`src/rtl/ctc_greedy_decoder_unit_macros.svh`:
```
// Assertion macros shared by the CTC greedy decoder RTL
`ifndef CTC_GREEDY_DECODER_UNIT_MACROS_SVH
`define CTC_GREEDY_DECODER_UNIT_MACROS_SVH

// Implication checked every clock outside reset
`define CTC_ASSERT_IMP(label, clk, rst, ante, cons, msg) \
   label: assert property (@(posedge clk) disable iff (rst) (ante) |-> (cons)) \
      else $error(msg);

// Implication checked on the next clock outside reset
`define CTC_ASSERT_NEXT(label, clk, rst, ante, cons, msg) \
   label: assert property (@(posedge clk) disable iff (rst) (ante) |=> (cons)) \
      else $error(msg);

`endif

```
`src/rtl/ctc_pkg.sv`:
```
// Package: constants, exponential table and helper types for the CTC decoder
`timescale 1ns / 1ps
`default_nettype none
package ctc_pkg;
   localparam int MAX_ALPHABET    = 128;
   localparam int MAX_RUN         = 1024;
   localparam int EXP_TABLE_DEPTH = 256;
   localparam int EXP_IDX_W       = $clog2(EXP_TABLE_DEPTH);
   localparam int RUN_W           = 11;
   localparam int ACC_W           = 24;
   localparam int TOT_W           = 26;
   localparam logic [7:0] NONE_MARK = 8'h80;
   localparam logic [ACC_W-1:0] ACC_MAX = {ACC_W{1'b1}};

   // Divider request: numerator / denominator, numerator pre-biased for rounding
   typedef struct packed {
      logic        start;
      logic [33:0] numer;
      logic [25:0] denom;
   } div_req_type;

   typedef struct packed {
      logic        done;
      logic [33:0] quot;
   } div_rsp_type;

   // Truncating long division of a nonnegative value by a small positive number
   function automatic longint div_small(input longint n, input longint k);
      longint q, r;
      q = 0;
      r = 0;
      for (int b = 62; b >= 0; b--) begin
         r = (r <<< 1) | ((n >>> b) & longint'(1));
         q = q <<< 1;
         if (r >= k) begin
            r = r - k;
            q = q | longint'(1);
         end
      end
      return q;
   endfunction

   // exp(-16*i/EXP_TABLE_DEPTH) in Q1.16: Taylor series, then squared four times
   function automatic logic [16:0] exp_entry(input int i);
      longint u, term, sum;
      u = (longint'(i) <<< 30) >>> EXP_IDX_W;
      term = longint'(1) <<< 30;
      sum = term;
      for (int k = 1; k <= 16; k++) begin
         term = div_small((term * u) >>> 30, longint'(k));
         sum = ((k & 1) == 1) ? sum - term : sum + term;
      end
      if (sum < 0) sum = 0;
      if (sum > (longint'(1) <<< 30)) sum = longint'(1) <<< 30;
      for (int s = 0; s < 4; s++) sum = (sum * sum + (longint'(1) <<< 29)) >>> 30;
      return 17'((sum + (1 <<< 13)) >>> 14);
   endfunction
endpackage
`default_nettype wire

```
`src/rtl/ctc_divider.sv`:
```
// Radix-2 restoring divider, one quotient bit per cycle; truncates, so callers pre-bias to round to nearest
`timescale 1ns / 1ps
`default_nettype none
module ctc_divider (
   input  wire logic              clock,
   input  wire logic              reset,
   input  wire ctc_pkg::div_req_type req,
   output      ctc_pkg::div_rsp_type rsp
);
   import ctc_pkg::*;
   `include "ctc_greedy_decoder_unit_macros.svh"

   logic [33:0] num_ff, num_in;
   logic [33:0] quo_ff, quo_in;
   logic [26:0] rem_ff, rem_in;
   logic [25:0] den_ff, den_in;
   logic [5:0]  cnt_ff, cnt_in;
   logic        busy_ff, busy_in;
   logic        done_ff, done_in;
   logic [26:0] trial;

   // numerator is pre-biased by half the denominator by the caller
   always_comb begin
      num_in = num_ff; quo_in = quo_ff; rem_in = rem_ff; den_in = den_ff;
      cnt_in = cnt_ff; busy_in = busy_ff; done_in = 1'b0;
      trial = {rem_ff[25:0], num_ff[33]};
      if (req.start) begin
         num_in = req.numer; den_in = req.denom; rem_in = '0;
         quo_in = '0; cnt_in = 6'd34; busy_in = 1'b1;
      end else if (busy_ff) begin
         num_in = {num_ff[32:0], 1'b0};
         if (trial >= {1'b0, den_ff}) begin
            rem_in = trial - {1'b0, den_ff};
            quo_in = {quo_ff[32:0], 1'b1};
         end else begin
            rem_in = trial;
            quo_in = {quo_ff[32:0], 1'b0};
         end
         cnt_in = cnt_ff - 6'd1;
         if (cnt_ff == 6'd1) begin
            busy_in = 1'b0; done_in = 1'b1;
         end
      end
   end

   always_ff @(posedge clock) begin
      if (reset) begin
         busy_ff <= 1'b0; done_ff <= 1'b0; cnt_ff <= '0;
      end else begin
         busy_ff <= busy_in; done_ff <= done_in; cnt_ff <= cnt_in;
      end
      num_ff <= num_in; quo_ff <= quo_in; rem_ff <= rem_in; den_ff <= den_in;
   end

   assign rsp.done = done_ff;
   assign rsp.quot = quo_ff;

   `CTC_ASSERT_NEXT(a_div_done, clock, reset, busy_ff && cnt_ff == 6'd1, done_ff, "divider done missing")
   `CTC_ASSERT_IMP(a_div_count, clock, reset, !busy_ff, !done_in || req.start, "divider done while idle")
   `CTC_ASSERT_IMP(a_div_busy, clock, reset, busy_ff, cnt_ff != 6'd0, "divider counter underflow")
endmodule
`default_nettype wire

```
`config.mk`:
```
export PLATFORM = sky130hd
export DESIGN_NAME = ctc_divider
export DESIGN_NICKNAME = d
export VERILOG_FILES = /design/src/rtl/ctc_pkg.sv /design/src/rtl/ctc_divider.sv
export VERILOG_INCLUDE_DIRS = /design/src /design/src/rtl
export SDC_FILE = /design/constraint.sdc
export NUM_CORES = 1
export LEC_CHECK = 0
export BUFFER_PORTS_ARGS = -buffer_cell sky130_fd_sc_hd__clkbuf_2
export CORE_ASPECT_RATIO = 1.25
export CORE_MARGIN = 1
export CORE_UTILIZATION = 45
export CTS_BUF_LIST = sky130_fd_sc_hd__clkbuf_8
export CTS_CLUSTER_DIAMETER = 120
export DETAILED_ROUTE_END_ITERATION = 12
export PLACE_DENSITY_LB_ADDON = 0.1
export SETUP_SLACK_MARGIN = 0.05
export SYNTH_ARGS = -nofsm -noshare
export SYNTH_HDL_FRONTEND = slang
export SYNTH_SLANG_ARGS = --single-unit
```
`constraint.sdc`:
```
create_clock -name clock -period 6.7 [get_ports clock]
set_input_delay 1.005 -clock clock [delete_from_list [all_inputs] [get_ports clock]]
set_output_delay 1.005 -clock clock [all_outputs]
set_load 0.01 [all_outputs]
```
# Word level (Yosys, flattened, before mapping)
# Cells that the tools add are included.
# word_totals
reg_bits	128
inputBits	63
output_inout_bits	35
word_cells	26
# classes
addsub	2
order_cmp	1
n_eq_ne	1
mux	10
bitwise	1
reduce_logical	3
# op_table
operator	count
34-bit 2-to-1 mux	2
27-bit by 26-bit greater-or-equal comparator with 1-bit output	1
26-bit 2-to-1 mux	1
26-bit subtractor	1
6-bit 2-to-1 mux	2
6-bit by 1-bit == test with 1-bit output (second input constant)	1
6-bit by 1-bit subtractor with 6-bit output (second input constant)	1
1-bit 2-to-1 mux	5
3-bit OR reduction	1
2-bit nonzero test	1
2-bit OR reduction	1
1-bit inverter	1

# Depth between registers and ports, before layout
# Gate-level depths: netlist of the first run.
# logic_depth
word_depth	4
ltp_mapped	13

# Worst setup path after synthesis of the first run
# Ideal clock, no wire load.
# synth_timing
kind	input port to flip-flop
start	in req[60] (netlist name)
end	reg num_ff[0], enable pin
arrival_ns	2.233
required_time_ns	6.308
setup_slack_ns	4.075
stages	3
n_path_buf	1
cell_sequence	clkbuf_1 > clkinv_1 > nand2_1
# synth_via
elab_chain_len	1
# synth_lines
item	line_no	rtl
start: declaration	ctc_divider.sv:7	input wire ctc_pkg::div_req_type req,
2-bit nonzero test (no line)	--	
end signal: assignment	ctc_divider.sv:52	num_ff <= num_in; quo_ff <= quo_in; rem_ff <= rem_in; den_ff <= den_in;
end: declaration	ctc_divider.sv:13	logic [33:0] num_ff, num_in;
# Every way passes these cells.
# A chain may end at the register's enable or synchronous reset.

# Worst setup path after layout of the first run
# layout_timing
start	reg den_ff[1]
end	reg rem_ff[19]
# layout_via
elab_chain_len	2
# layout_lines
item	line_no	rtl
start: declaration	ctc_divider.sv:16	logic [25:0] den_ff, den_in;
start signal: assignment	ctc_divider.sv:52	
26-bit subtractor or 27-bit by 26-bit greater-or-equal comparator with 1-bit output (tied branches)	ctc_divider.sv:33, ctc_divider.sv:32	
26-bit 2-to-1 mux *	ctc_divider.sv:32	if (trial >= {1'b0, den_ff}) begin
end signal: assignment	ctc_divider.sv:52	
end: declaration	ctc_divider.sv:15	logic [26:0] rem_ff, rem_in;
# Mark *: on every way between the ends. The rest lies on a longest branch, timed or not.

==> results.md, run 1 <==
* Fmax at around 0.31 GHz
* Vias in the first global route at 4805
* Die ar. at approximately 15000 µm²
* Syn_area_per_cell at 10.5 µm²
* Port bufs at 97
* Die span in y at roughly 140 µm
* CTS Hold Buffers Added at 0
* Worst IR drop on VDD at 0.181 mV
* Antenna cells at 0
* Final setup fails at 0
* Worst Hold Class: reg -> reg
* Cell row count at 48
* Total track usage at roughly a fifth
* Synthesized area at 6390 µm²
* Post-synth EDFFs at 60
* Largest family of logic cells by synthesized area: simple AND/OR/NAND/NOR gates
* # Post-CTS Setup Buffers at 0
* CTS tree: yes
* Outcome: completed
* Minimum clock period at 3180 ps
* Drc violations at 0
* Netlist cell types at 65
* Setup CP Type: reg -> reg
* Avg Vias per Cell at 5.28
* Post-cts sizing count at 0
* CTS H-Tree Depth at 4
* Main flop type after synthesis: dfxtp_1
* Die width at 109 µm
* Leakage at 3.16 nW
* # Max-Cap Violations at 0
* Post-synthesis xor/xnor area fraction at 2.74%
* Core area at 13800 µm²
* Nets at around 790
* Synth Warn # at 0
* Final Hold Viols at 0
* Post-Syn Nets at around 700
* Global-route wire length before repair at 22200 µm
* Final Non-Filler Cells at 885
* Crit-path max FO at 17
* Starting density of the core at 46.3%
* CP required at 7040 ps
* Post-synthesis compound-gate area fraction at a little over an eighth
* Crit path DAT at 3520 ps
* Final Max Slew Viols at 0
* ANT nets after route at 0
* Via Count at 4672
* First-pass iteration count of the detailed router at 4
* Mux cell area share after synthesis at a little over a tenth
* Number of instances in the placed design at 853
* Startpoint class of the critical path: flip-flop
* Flops & latches, synth at roughly 130
* Worst Max-Slew Pin Slew at approximately 1100 ps
* RSZ-0062 raised after global routing: false
* Clock Skew at around 17 ps
* Syn-to-layout area delta at 14.8%
* Crit path top cell by count: a21oi_2
* Setup TNS at 0 ps
* Clk_lat worst skew at ~460 ps
* Gr ovfl total at 0
* Relative slew slack at 23.8%
* CTS Sinks at ~130
* CTS Buf Count at 17
* Final wirelength at ~13000 µm
* Share of post-route cells with drive strength above 1 at between 20% and 30%
* Final cycle utilization of the critical path at 47.5%
* Slowest stage delay, CP at ~570 ps
* IO Pins at 98
* Clock root cell: clkbuf_8
* Worst path cell trace: inv_1 -> ha_1 -> nor2b_1 -> o31ai_2 -> a211oi_2 -> nor2_2 -> a21oi_2 -> a21oi_2 -> buf_4 -> nor4b_1 -> o31a_1
* Crit-path slowest cell: a21oi_2
* Largest net degree at the start of global routing at 91
* Asr flop ratio synth at 0%
* Crit. End Element: flip-flop
* DR WL/cell at about 15 µm
* GPL Wtd Cong at roughly 0.79
* Initial antenna violation count at 0
* Adder-cell area share of the yosys netlist at 5.79%
* Max Buffers Root-to-Sink at 2
* Synthesized instance count at 609
* DPL Wire Length at 8850 µm
* Simple-gate share of the synthesized area at 13.5%
* Worst path top cell family by delay: compound AO/OA/AOI/OAI gates
* Critical path buffers and inverters at 2
* Worst-path clk slew at 80 ps
* Power per cell area at 255 nW/µm²
* Sequential share of the synthesized area at 49.5%
* Drt initial violations at 196
metrics by stage:
step                      power, W  hold slack (ps)  setup slack, ps  cell area, µm²  util [%]
after floorplan            0.00118              471             4080            6390         -
after global placement     0.00126              474             3550            6970      50.5
after detailed placement   0.00126              488             3470            6970      50.5
after CTS                  0.00190              499             3460            7340      53.1
after global routing       0.00197              516             3230            7340      53.1
final                      0.00187              496             3520            7340      53.1
tightest hold or removal path, cell delays in order (launching register included):
cell and delay (ps):
dfxtp_1 330, nand2_1 60, a311oi_1 70
cell type report:
class	instances	area, µm²
timing repair buffer	100	510
fill	1306	6470
inverter	33	124
tap	175	219
sequential	128	3170
clock buffer	17	234
multi-input combinational	417	2950
clock inverter	15	131
power by group:
part           leakage (nW)  internal [W]  total [W]  switching [W]
Sequential             1.15      0.000877   0.000915      0.0000378
Combinational          1.81      0.000146   0.000327       0.000181
Clock                 0.198      0.000297   0.000628       0.000330
Total                  3.16       0.00132    0.00187       0.000549
registers in the layout, summed over array words and instances (netlist names):
register  count
num_ff       34
rem_ff       26
done_ff       1
cnt_ff        6
quo_ff       34
den_ff       26
busy_ff       1
final timing paths:
check | cells past startpoint | slack [ps] | startpoint | end
setup / recovery | 11 | 3520 | den_ff[1] | rem_ff[19]
hold / removal | 2 | 500 | rem_ff[7] | rem_ff[8]
setup reg to reg | 11 | 3520 | den_ff[1] | rem_ff[19]
hold reg to reg | 2 | 500 | rem_ff[7] | rem_ff[8]
cells in the mapped netlist, types with 4 or more instances:
master     n  area share [%]
inv_1     31             1.8
and3_1     6            0.59
o21a_1     6            0.70
ha_1      28             5.5
o21ai_0   14             1.1
nor3_1    12            0.94
o21bai_1   4            0.47
a21oi_1   21             1.6
nand3_1    7            0.55
nor2b_1    4            0.39
nand2_1   52             3.1
a21o_1    18             2.1
xnor2_1   13             1.8
buf_4      7            0.82
mux2_2    33             5.8
a211oi_1   6            0.70
nor2_1    78             4.6
xor2_1     7            0.96
mux2i_1   33             5.2
edfxtp_1  60              28
dfxtp_1   68              21
clkbuf_1  19             1.1
a311oi_1  21             2.9
or3_1      4            0.39
layout by cell type (no fill, tap or decap), drive strengths merged, types with 2 or more instances in the layout:
| master | Yosys | routed |
|---|---|---|
| clkbuf | 19 | 113 |
| nor2 | 79 | 79 |
| dfxtp | 68 | 68 |
| edfxtp | 60 | 60 |
| nand2 | 54 | 54 |
| inv | 31 | 41 |
| mux2 | 33 | 33 |
| mux2i | 33 | 33 |
| ha | 28 | 28 |
| a21oi | 24 | 24 |
| a311oi | 22 | 22 |
| a21o | 18 | 18 |
| o21ai | 14 | 14 |
| xnor2 | 13 | 13 |
| nor3 | 12 | 12 |
| xor2 | 7 | 7 |
| nand3 | 7 | 7 |
| a211oi | 7 | 7 |
| o21a | 6 | 6 |
| and3 | 6 | 6 |
| clkinv | 2 | 6 |
| nor2b | 4 | 4 |
| or3 | 4 | 4 |
| o21bai | 4 | 4 |
| buf | 12 | 4 |
| nand4 | 3 | 3 |
| a31oi | 3 | 3 |
| nor4 | 3 | 3 |
| and4 | 3 | 3 |
| nor3b | 3 | 3 |
| and2 | 2 | 2 |
| o41ai | 2 | 2 |
| nand2b | 2 | 2 |
| o31ai | 2 | 2 |
routing by layer:
layer,routed length (µm),GRT usage (%),share of wire (%),vias to the layer above
li1,-,-,-,2368
met1,5600,22.3,43,2204
met2,6570,33.2,51,84
met3,606,6.20,4.7,16
met4,193,8.41,1.5,0
met5,0,0,0,-
cell families after synthesis:
| kind of cell | after synthesis |
|---|---|
| AND/OR/NAND/NOR | 187 |
| multiplexers | 66 |
| flip-flops | 128 |
| adder cells (fa/ha/maj) | 29 |
| buffers and inverters | 64 |
| XOR/XNOR | 20 |
| AO/OA/AOI/OAI | 115 |
(Power assumes the default switching activity.)
==> run 2: changes to the inputs <==
==> constraint.sdc (replaced) <==
create_clock -name clock -period 3 [get_ports clock]
set_input_delay 0.45 -clock clock [delete_from_list [all_inputs] [get_ports clock]]
set_output_delay 0.45 -clock clock [all_outputs]
set_load 0.01 [all_outputs]
==> results.md, run 2 (synthesis results as in run 1) <==
* Minimum clock period at 2760 ps (-426 ps)
* Crit. End Element: flip-flop
* Avg Vias per Cell at 5.34 (+1.2%)
* Die width at 109 µm (unchanged)
* Nets at 799 (+1.3%)
* Fillers at 1254 (-4.0%)
* Leakage at 3.24 nW (+2.3%)
* GPL Wtd Cong at 0.846 (+6.8%)
* Port bufs at 97 (unchanged)
* Max Buffers Root-to-Sink at 2 (unchanged)
* Starting density of the core at 46.3% (unchanged)
* Most common cell after layout, fill and taps aside: clkbuf_2
* RSZ-0062 raised after global routing: false
* Met2 global-route usage at 33.6% (+0.42 points)
* Syn-to-layout area delta at 17.2%
* Clock root cell: clkbuf_8
* CP required at 3350 ps (-3690 ps)
* CTS Hold Buffers Added at 0 (unchanged)
* Startpoint class of the critical path: flip-flop
* Worst Hold Class: in -> reg
* Initial antenna violation count at 0 (unchanged)
* CTS Buf Count at 17 (unchanged)
* Hold WS at 171 ps (-325 ps)
* Busiest grt layer: met2
* IO Pins at 98 (unchanged)
* Sw Share at 29.1% (-0.25 points)
* ANT nets after route at 0 (unchanged)
* Worst IR drop on VDD at 0.336 mV (+85%)
* Final wirelength at 13300 µm (+2.5%)
* Die ar. at 14700 µm² (unchanged)
* Post-cts sizing count at 0 (unchanged)
* CTS tree: yes
* Final Max Slew Viols at 0 (unchanged)
* Largest regs: num_ff (34), quo_ff (34)
* Worst Max-Slew Pin Slew at 704 ps (-438 ps)
* Core area at 13800 µm² (unchanged)
* Worst path top cell family by delay: simple AND/OR/NAND/NOR gates
* Outcome: completed
* Gr ovfl total at 0 (unchanged)
* Switching pwr at 0.00127 W (+130%)
* Largest net degree at the start of global routing at 124 (+36%)
* Clock Skew at 10.1 ps (-7.00 ps)
* First-pass iteration count of the detailed router at 5 (+1)
* Share of post-route cells with drive strength above 1 at 26.9% (+1.3 points)
* Crit-path slowest cell: ha_1
* Vias in the first global route at 4781 (-0.50%)
* Fmax at 0.363 GHz (+15%)
* Power per cell area at 585 nW/µm² (+130%)
* Internal power at 0.00310 W (+140%)
* Crit-path max FO at 8 (-9)
* # Max-Cap Violations at 0 (unchanged)
* Worst path cell trace: inv_1 -> ha_1 -> nand2_1 -> or3_1 -> a211oi_2 -> nor2_2 -> a21oi_2 -> a21oi_2 -> buf_4 -> or3_1 -> a311oi_1
* Commonest cells after routing, fill and taps aside: clkbuf_2 (96), nor2_1 (78), dfxtp_1 (67), edfxtp_1 (60), nand2_1 (52)
* DR WL/cell at 14.9 µm (+1.4%)
* Setup CP Type: reg -> reg
* Clock power share at 35.8% (+2.2 points)
* Relative slew slack at 53.0% (+29 points)
* Drt initial violations at 199 (+1.5%)
* Die span in y at 135 µm (unchanged)
* Final setup fails at 0 (unchanged)
* Part of the power in registers at 46.3% (-2.6 points)
* Drc violations at 0 (unchanged)
* Critical path buffers and inverters at 2 (unchanged)
* Global-route wire length before repair at 22100 µm (-0.41%)
* # Post-CTS Setup Buffers at 0 (unchanged)
* DPL Wire Length at 9220 µm (+4.2%)
* Antenna cells at 0 (unchanged)
* Clk_lat worst skew at 450 ps (about the same)
* CTS H-Tree Depth at 4 (unchanged)
* Worst-path clk slew at 80 ps (about the same)
* Slowest stage delay, CP at 400 ps (-170 ps)
* Via Count at 4782 (+2.4%)
* Final cycle utilization of the critical path at 91.9% (+44 points)
* Final Hold Viols at 0 (unchanged)
* Gate power share at 17.9% (+0.4 points)
* CTS Sinks at 128 (unchanged)
* Setup TNS at 0 ps (unchanged)
* Met3 Resource Use GR at 5.72% (-0.48 points)
* Crit path DAT at 3110 ps (-410 ps)
* M1 GR Usage at 21.8% (-0.50 points)
* Cell row count at 48 (unchanged)
* Total track usage at 19.3% (-0.22 points)
[run 2: cell types whose count changed in the layout (fill, tap and decap cells not counted), sizes merged]
cell,previous run,this run
clkinv,6,4
clkbuf,113,114
buf,4,14
bufinv,1,2
[run 2: power groups by stage]
stage	combinational (W)	sequential (W)	clock, W
after detailed placement	0.000778	0.00207	0
after global placement	0.000772	0.00206	0
after global routing	0.000878	0.00204	0.00168
final	0.000784	0.00203	0.00157
after floorplan	0.000602	0.00204	0
after CTS	0.000782	0.00203	0.00162
[run 2: per-stage QoR]
stage	total power (W)	std cells	cell area [µm²]	setup WS (ps)	utilization (%)
after floorplan	0.00264	609	6390	385	-
after global placement	0.00283	863	7060	286	51.1
after detailed placement	0.00284	863	7060	236	51.1
after CTS	0.00443	895	7480	186	54.1
after global routing	0.00460	895	7490	63.2	54.2
final	0.00438	895	7490	243	54.2
[run 2: routing by layer]
| layer | wire [µm] | up-vias |
|---|---|---|
| met5 | 0 | - |
| met4 | 198 | 0 |
| met3 | 643 | 15 |
| met2 | 6830 | 95 |
| met1 | 5630 | 2287 |
| li1 | - | 2385 |
[run 2: path summary, 6_finish.rpt]
check	cells past startpoint	slack, ps	startpoint	end
max	11	240	den_ff[13]	rem_ff[4]
min	1	170	req[21]	den_ff[21]
max reg2reg	11	240	den_ff[13]	rem_ff[4]
min reg2reg	2	500	rem_ff[9]	rem_ff[10]
[run 2: final cells by class]
cell class                      count  area (µm²)  share of cell area (%)
Sequential cell                   128        3170                    42.3
Inverter                           33         124                    1.65
Tap cell                          175         219                    2.92
Clock inverter                     14         168                    2.24
Multi-Input combinational cell    417        2970                    39.6
Timing Repair Buffer              110         598                    7.99
Clock buffer                       18         248                    3.31
==> run 3: changes to the inputs <==
--- a/config.mk
+++ b/config.mk
@@ -13,6 +13,7 @@
 export CTS_BUF_LIST = sky130_fd_sc_hd__clkbuf_8
 export CTS_CLUSTER_DIAMETER = 120
 export DETAILED_ROUTE_END_ITERATION = 12
+export GPL_ROUTABILITY_DRIVEN = 0
 export PLACE_DENSITY_LB_ADDON = 0.1
 export SETUP_SLACK_MARGIN = 0.05
 export SYNTH_ARGS = -nofsm -noshare
==> constraint.sdc (replaced) <==
create_clock -name clock -period 2.4 [get_ports clock]
set_input_delay 0.36 -clock clock [delete_from_list [all_inputs] [get_ports clock]]
set_output_delay 0.36 -clock clock [all_outputs]
set_load 0.01 [all_outputs]
==> results.md, run 3 (synthesis results as in run 1) <==
* Outcome: finished, violations left
* Failing checks: setup timing
* Pwr Total at 0.00612 W (+40%)
* Reg2Reg Setup Slack at -140 ps (-390 ps)
* First-pass iteration count of the detailed router at 4 (-1)
* CTS Sinks at 128 (unchanged)
* Avg Vias per Cell at 5.24 (-1.9%)
* Clock power share at 34.5% (-1.3 points)
* Final cycle utilization of the critical path at 106% (+14 points)
* Die width at 109 µm (unchanged)
* Reg2Reg Launch Point: num_ff[33]
* Register area at 3170 µm² (unchanged)
* Worst Slack Setup Final at -145 ps (-388 ps)
* Crit. End Element: flip-flop
* CTS Buf Count at 17 (unchanged)
* Area of the multi-input gates at 3370 µm² (+14%)
* # Max-Cap Violations at 0 (unchanged)
* Gr ovfl total at 0 (unchanged)
* Switching pwr at 0.00172 W (+35%)
* Max Buffers Root-to-Sink at 2 (unchanged)
* Final Hold Viols at 0 (unchanged)
* DR WL/cell at 15.1 µm (+1.7%)
* Hold Path End: den_ff[1]
* Power per cell area at 706 nW/µm² (+21%)
* Final wirelength at 14800 µm (+11%)
* R2r endpoint: rem_ff[14]
* Sw Share at 28.1% (-1.0 points)
* CTS tree: yes
* Clock Skew at 7.34 ps (-2.80 ps)
* Final Max Slew Viols at 0 (unchanged)
* Via Count at 5122 (+7.1%)
* Setup CP Type: reg -> reg
* Worst Max-Slew Pin Slew at 514 ps (-190 ps)
* Total track usage at 20.7% (+1.4 points)
* Hold WS at 86.5 ps (-84.1 ps)
* Initial antenna violation count at 0 (unchanged)
* Minimum clock period at 2540 ps (-212 ps)
* Die ar. at 14700 µm² (unchanged)
* ANT nets after route at 0 (unchanged)
* Starting density of the core at 46.3% (unchanged)
* Final Non-Filler Cells at 977 (+9.2%)
* Largest net degree at the start of global routing at 102 (-18%)
* Hold Startpoint: req[1]
* Leakage at 3.76 nW (+16%)
* Final setup fails at 25 (+25)
* Clock root cell: clkbuf_8
* Worst Hold Class: in -> reg
* Hold Path Cell Cnt at 1 (unchanged)
* Largest regs: num_ff (34), quo_ff (34)
* Drc violations at 0 (unchanged)
* Setup TNS at -2490 ps (-2490 ps)
* Fillers at 1159 (-7.6%)
* IO Pins at 98 (unchanged)
* Core area at 13800 µm² (unchanged)
* Most common cell after layout, fill and taps aside: clkbuf_2
* Crit-path max FO at 2 (-6)
* DPL Wire Length at 9780 µm (+6.1%)
* Die span in y at 135 µm (unchanged)
* Internal power at 0.00440 W (+42%)
* Clk_lat worst skew at 440 ps (about the same)
* Antenna cells at 0 (unchanged)
* Crit path DAT at 2900 ps (-210 ps)
* Worst-path clk slew at 80 ps (about the same)
* Part of the power in registers at 41.2% (-5.1 points)
* Nets at 881 (+10%)
* Global-route wire length before repair at 23700 µm (+7.3%)
* Startpoint class of the critical path: flip-flop
* Relative slew slack at 65.7% (+13 points)
* Commonest cells after routing, fill and taps aside: clkbuf_2 (96), buf_4 (81), nor2_1 (78), dfxtp_1 (67), edfxtp_1 (60)
* Fmax at 0.393 GHz (+8.3%)
* RSZ-0062 raised after global routing: true
* CP required at 2750 ps (-600 ps)
* CTS H-Tree Depth at 4 (unchanged)
* Vias in the first global route at 5238 (+9.6%)
* Cell row count at 48 (unchanged)
* CTS Hold Buffers Added at 0 (unchanged)
* Reg2Reg Depth at 12 (+1)
* Share of post-route cells with drive strength above 1 at 42.1% (+15 points)
* Number of instances in the placed design at 930 (+7.8%)
* Port bufs at 97 (unchanged)
* Worst IR drop on VDD at 0.463 mV (+38%)
* Syn-to-layout area delta at 35.5%
* Gate power share at 24.3% (+6.4 points)
* Drt initial violations at 171 (-14%)
==> run 3: changes by cell type in the layout (fill, tap and decap cells not counted), moves of 8 or more <==
cell / before / now
buf_4: 13 / 81
a311oi_1: 21 / 12
nand2_4: 0 / 8
a311oi_2: 1 / 10
nand2_1: 52 / 39
ha_4: 0 / 11
ha_1: 28 / 17
==> run 3: metal layers <==
layer / up-vias / track usage [%] / part of all wire [%] / wire length [µm]
met1: 2421 / 22.0 / 40 / 5870
met4: 0 / 9.38 / 3.0 / 448
met2: 113 / 37.5 / 53 / 7790
li1: 2551 / - / - / -
met3: 37 / 5.82 / 4.4 / 651
met5: - / 0 / 0 / 0
==> run 3: stage by stage <==
stage          instance area, µm²  setup slack [ps]  util (%)
2_1_floorplan                6410              4.09         -
3_3_place_gp                 7620              -154      55.1
3_5_place_dp                 7620              -211      55.1
4_1_cts                      8290              -158      60.0
5_1_grt                      8660              -293      62.7
6_report                     8660              -145      62.7
==> run 3: worst max path at each step <==
stage	depth (start not counted)	slack [ps]	startpoint	to
floorplan	12	4	num_ff[33]	rem_ff[14]
CTS	12	-160	den_ff[13]	rem_ff[18]
detailed placement	12	-210	num_ff[33]	rem_ff[14]
global route	13	-290	den_ff[12]	rem_ff[8]
finish	12	-140	num_ff[33]	rem_ff[14]
global placement	11	-150	den_ff[12]	rem_ff[4]
==> run 3: layout make-up <==
cell class | instances | share of cell area, %
clock buffers | 18 | 2.86
flip-flops and latches | 128 | 36.6
repair buffers | 192 | 15.4
well taps | 175 | 2.53
clock inverters | 14 | 2.34
multi-input cells | 417 | 38.9
inverters | 33 | 1.43
==> run 3: critical path: stages (launching register included) <==
cell and delay, ps:
edfxtp_1 390, inv_1 80, ha_1 190, inv_1 70, fa_2 350, a211oi_2 210
o21a_1 160, nor2_1 70, o41ai_2 300, o21a_1 200, xnor2_1 120, nand2_1 70
a311oi_1 240
==> run 3: power groups by stage <==
stage / combinational, W / sequential (W) / clock [W]
global placement: 0.00119 / 0.00255 / 0
global route: 0.00162 / 0.00254 / 0.00225
floorplan: 0.000759 / 0.00255 / 0
detailed placement: 0.00121 / 0.00256 / 0
CTS: 0.00131 / 0.00252 / 0.00217
finish: 0.00148 / 0.00252 / 0.00211
==> run 3: repair_timing <==
action | 4_1_cts | 5_1_grt
resized for setup | 27 | 63
gates cloned | 0 | 2
endpoints found under the setup margin | 26 | 27
buffers inserted | 10 | 3
pin swaps | 16 | 33
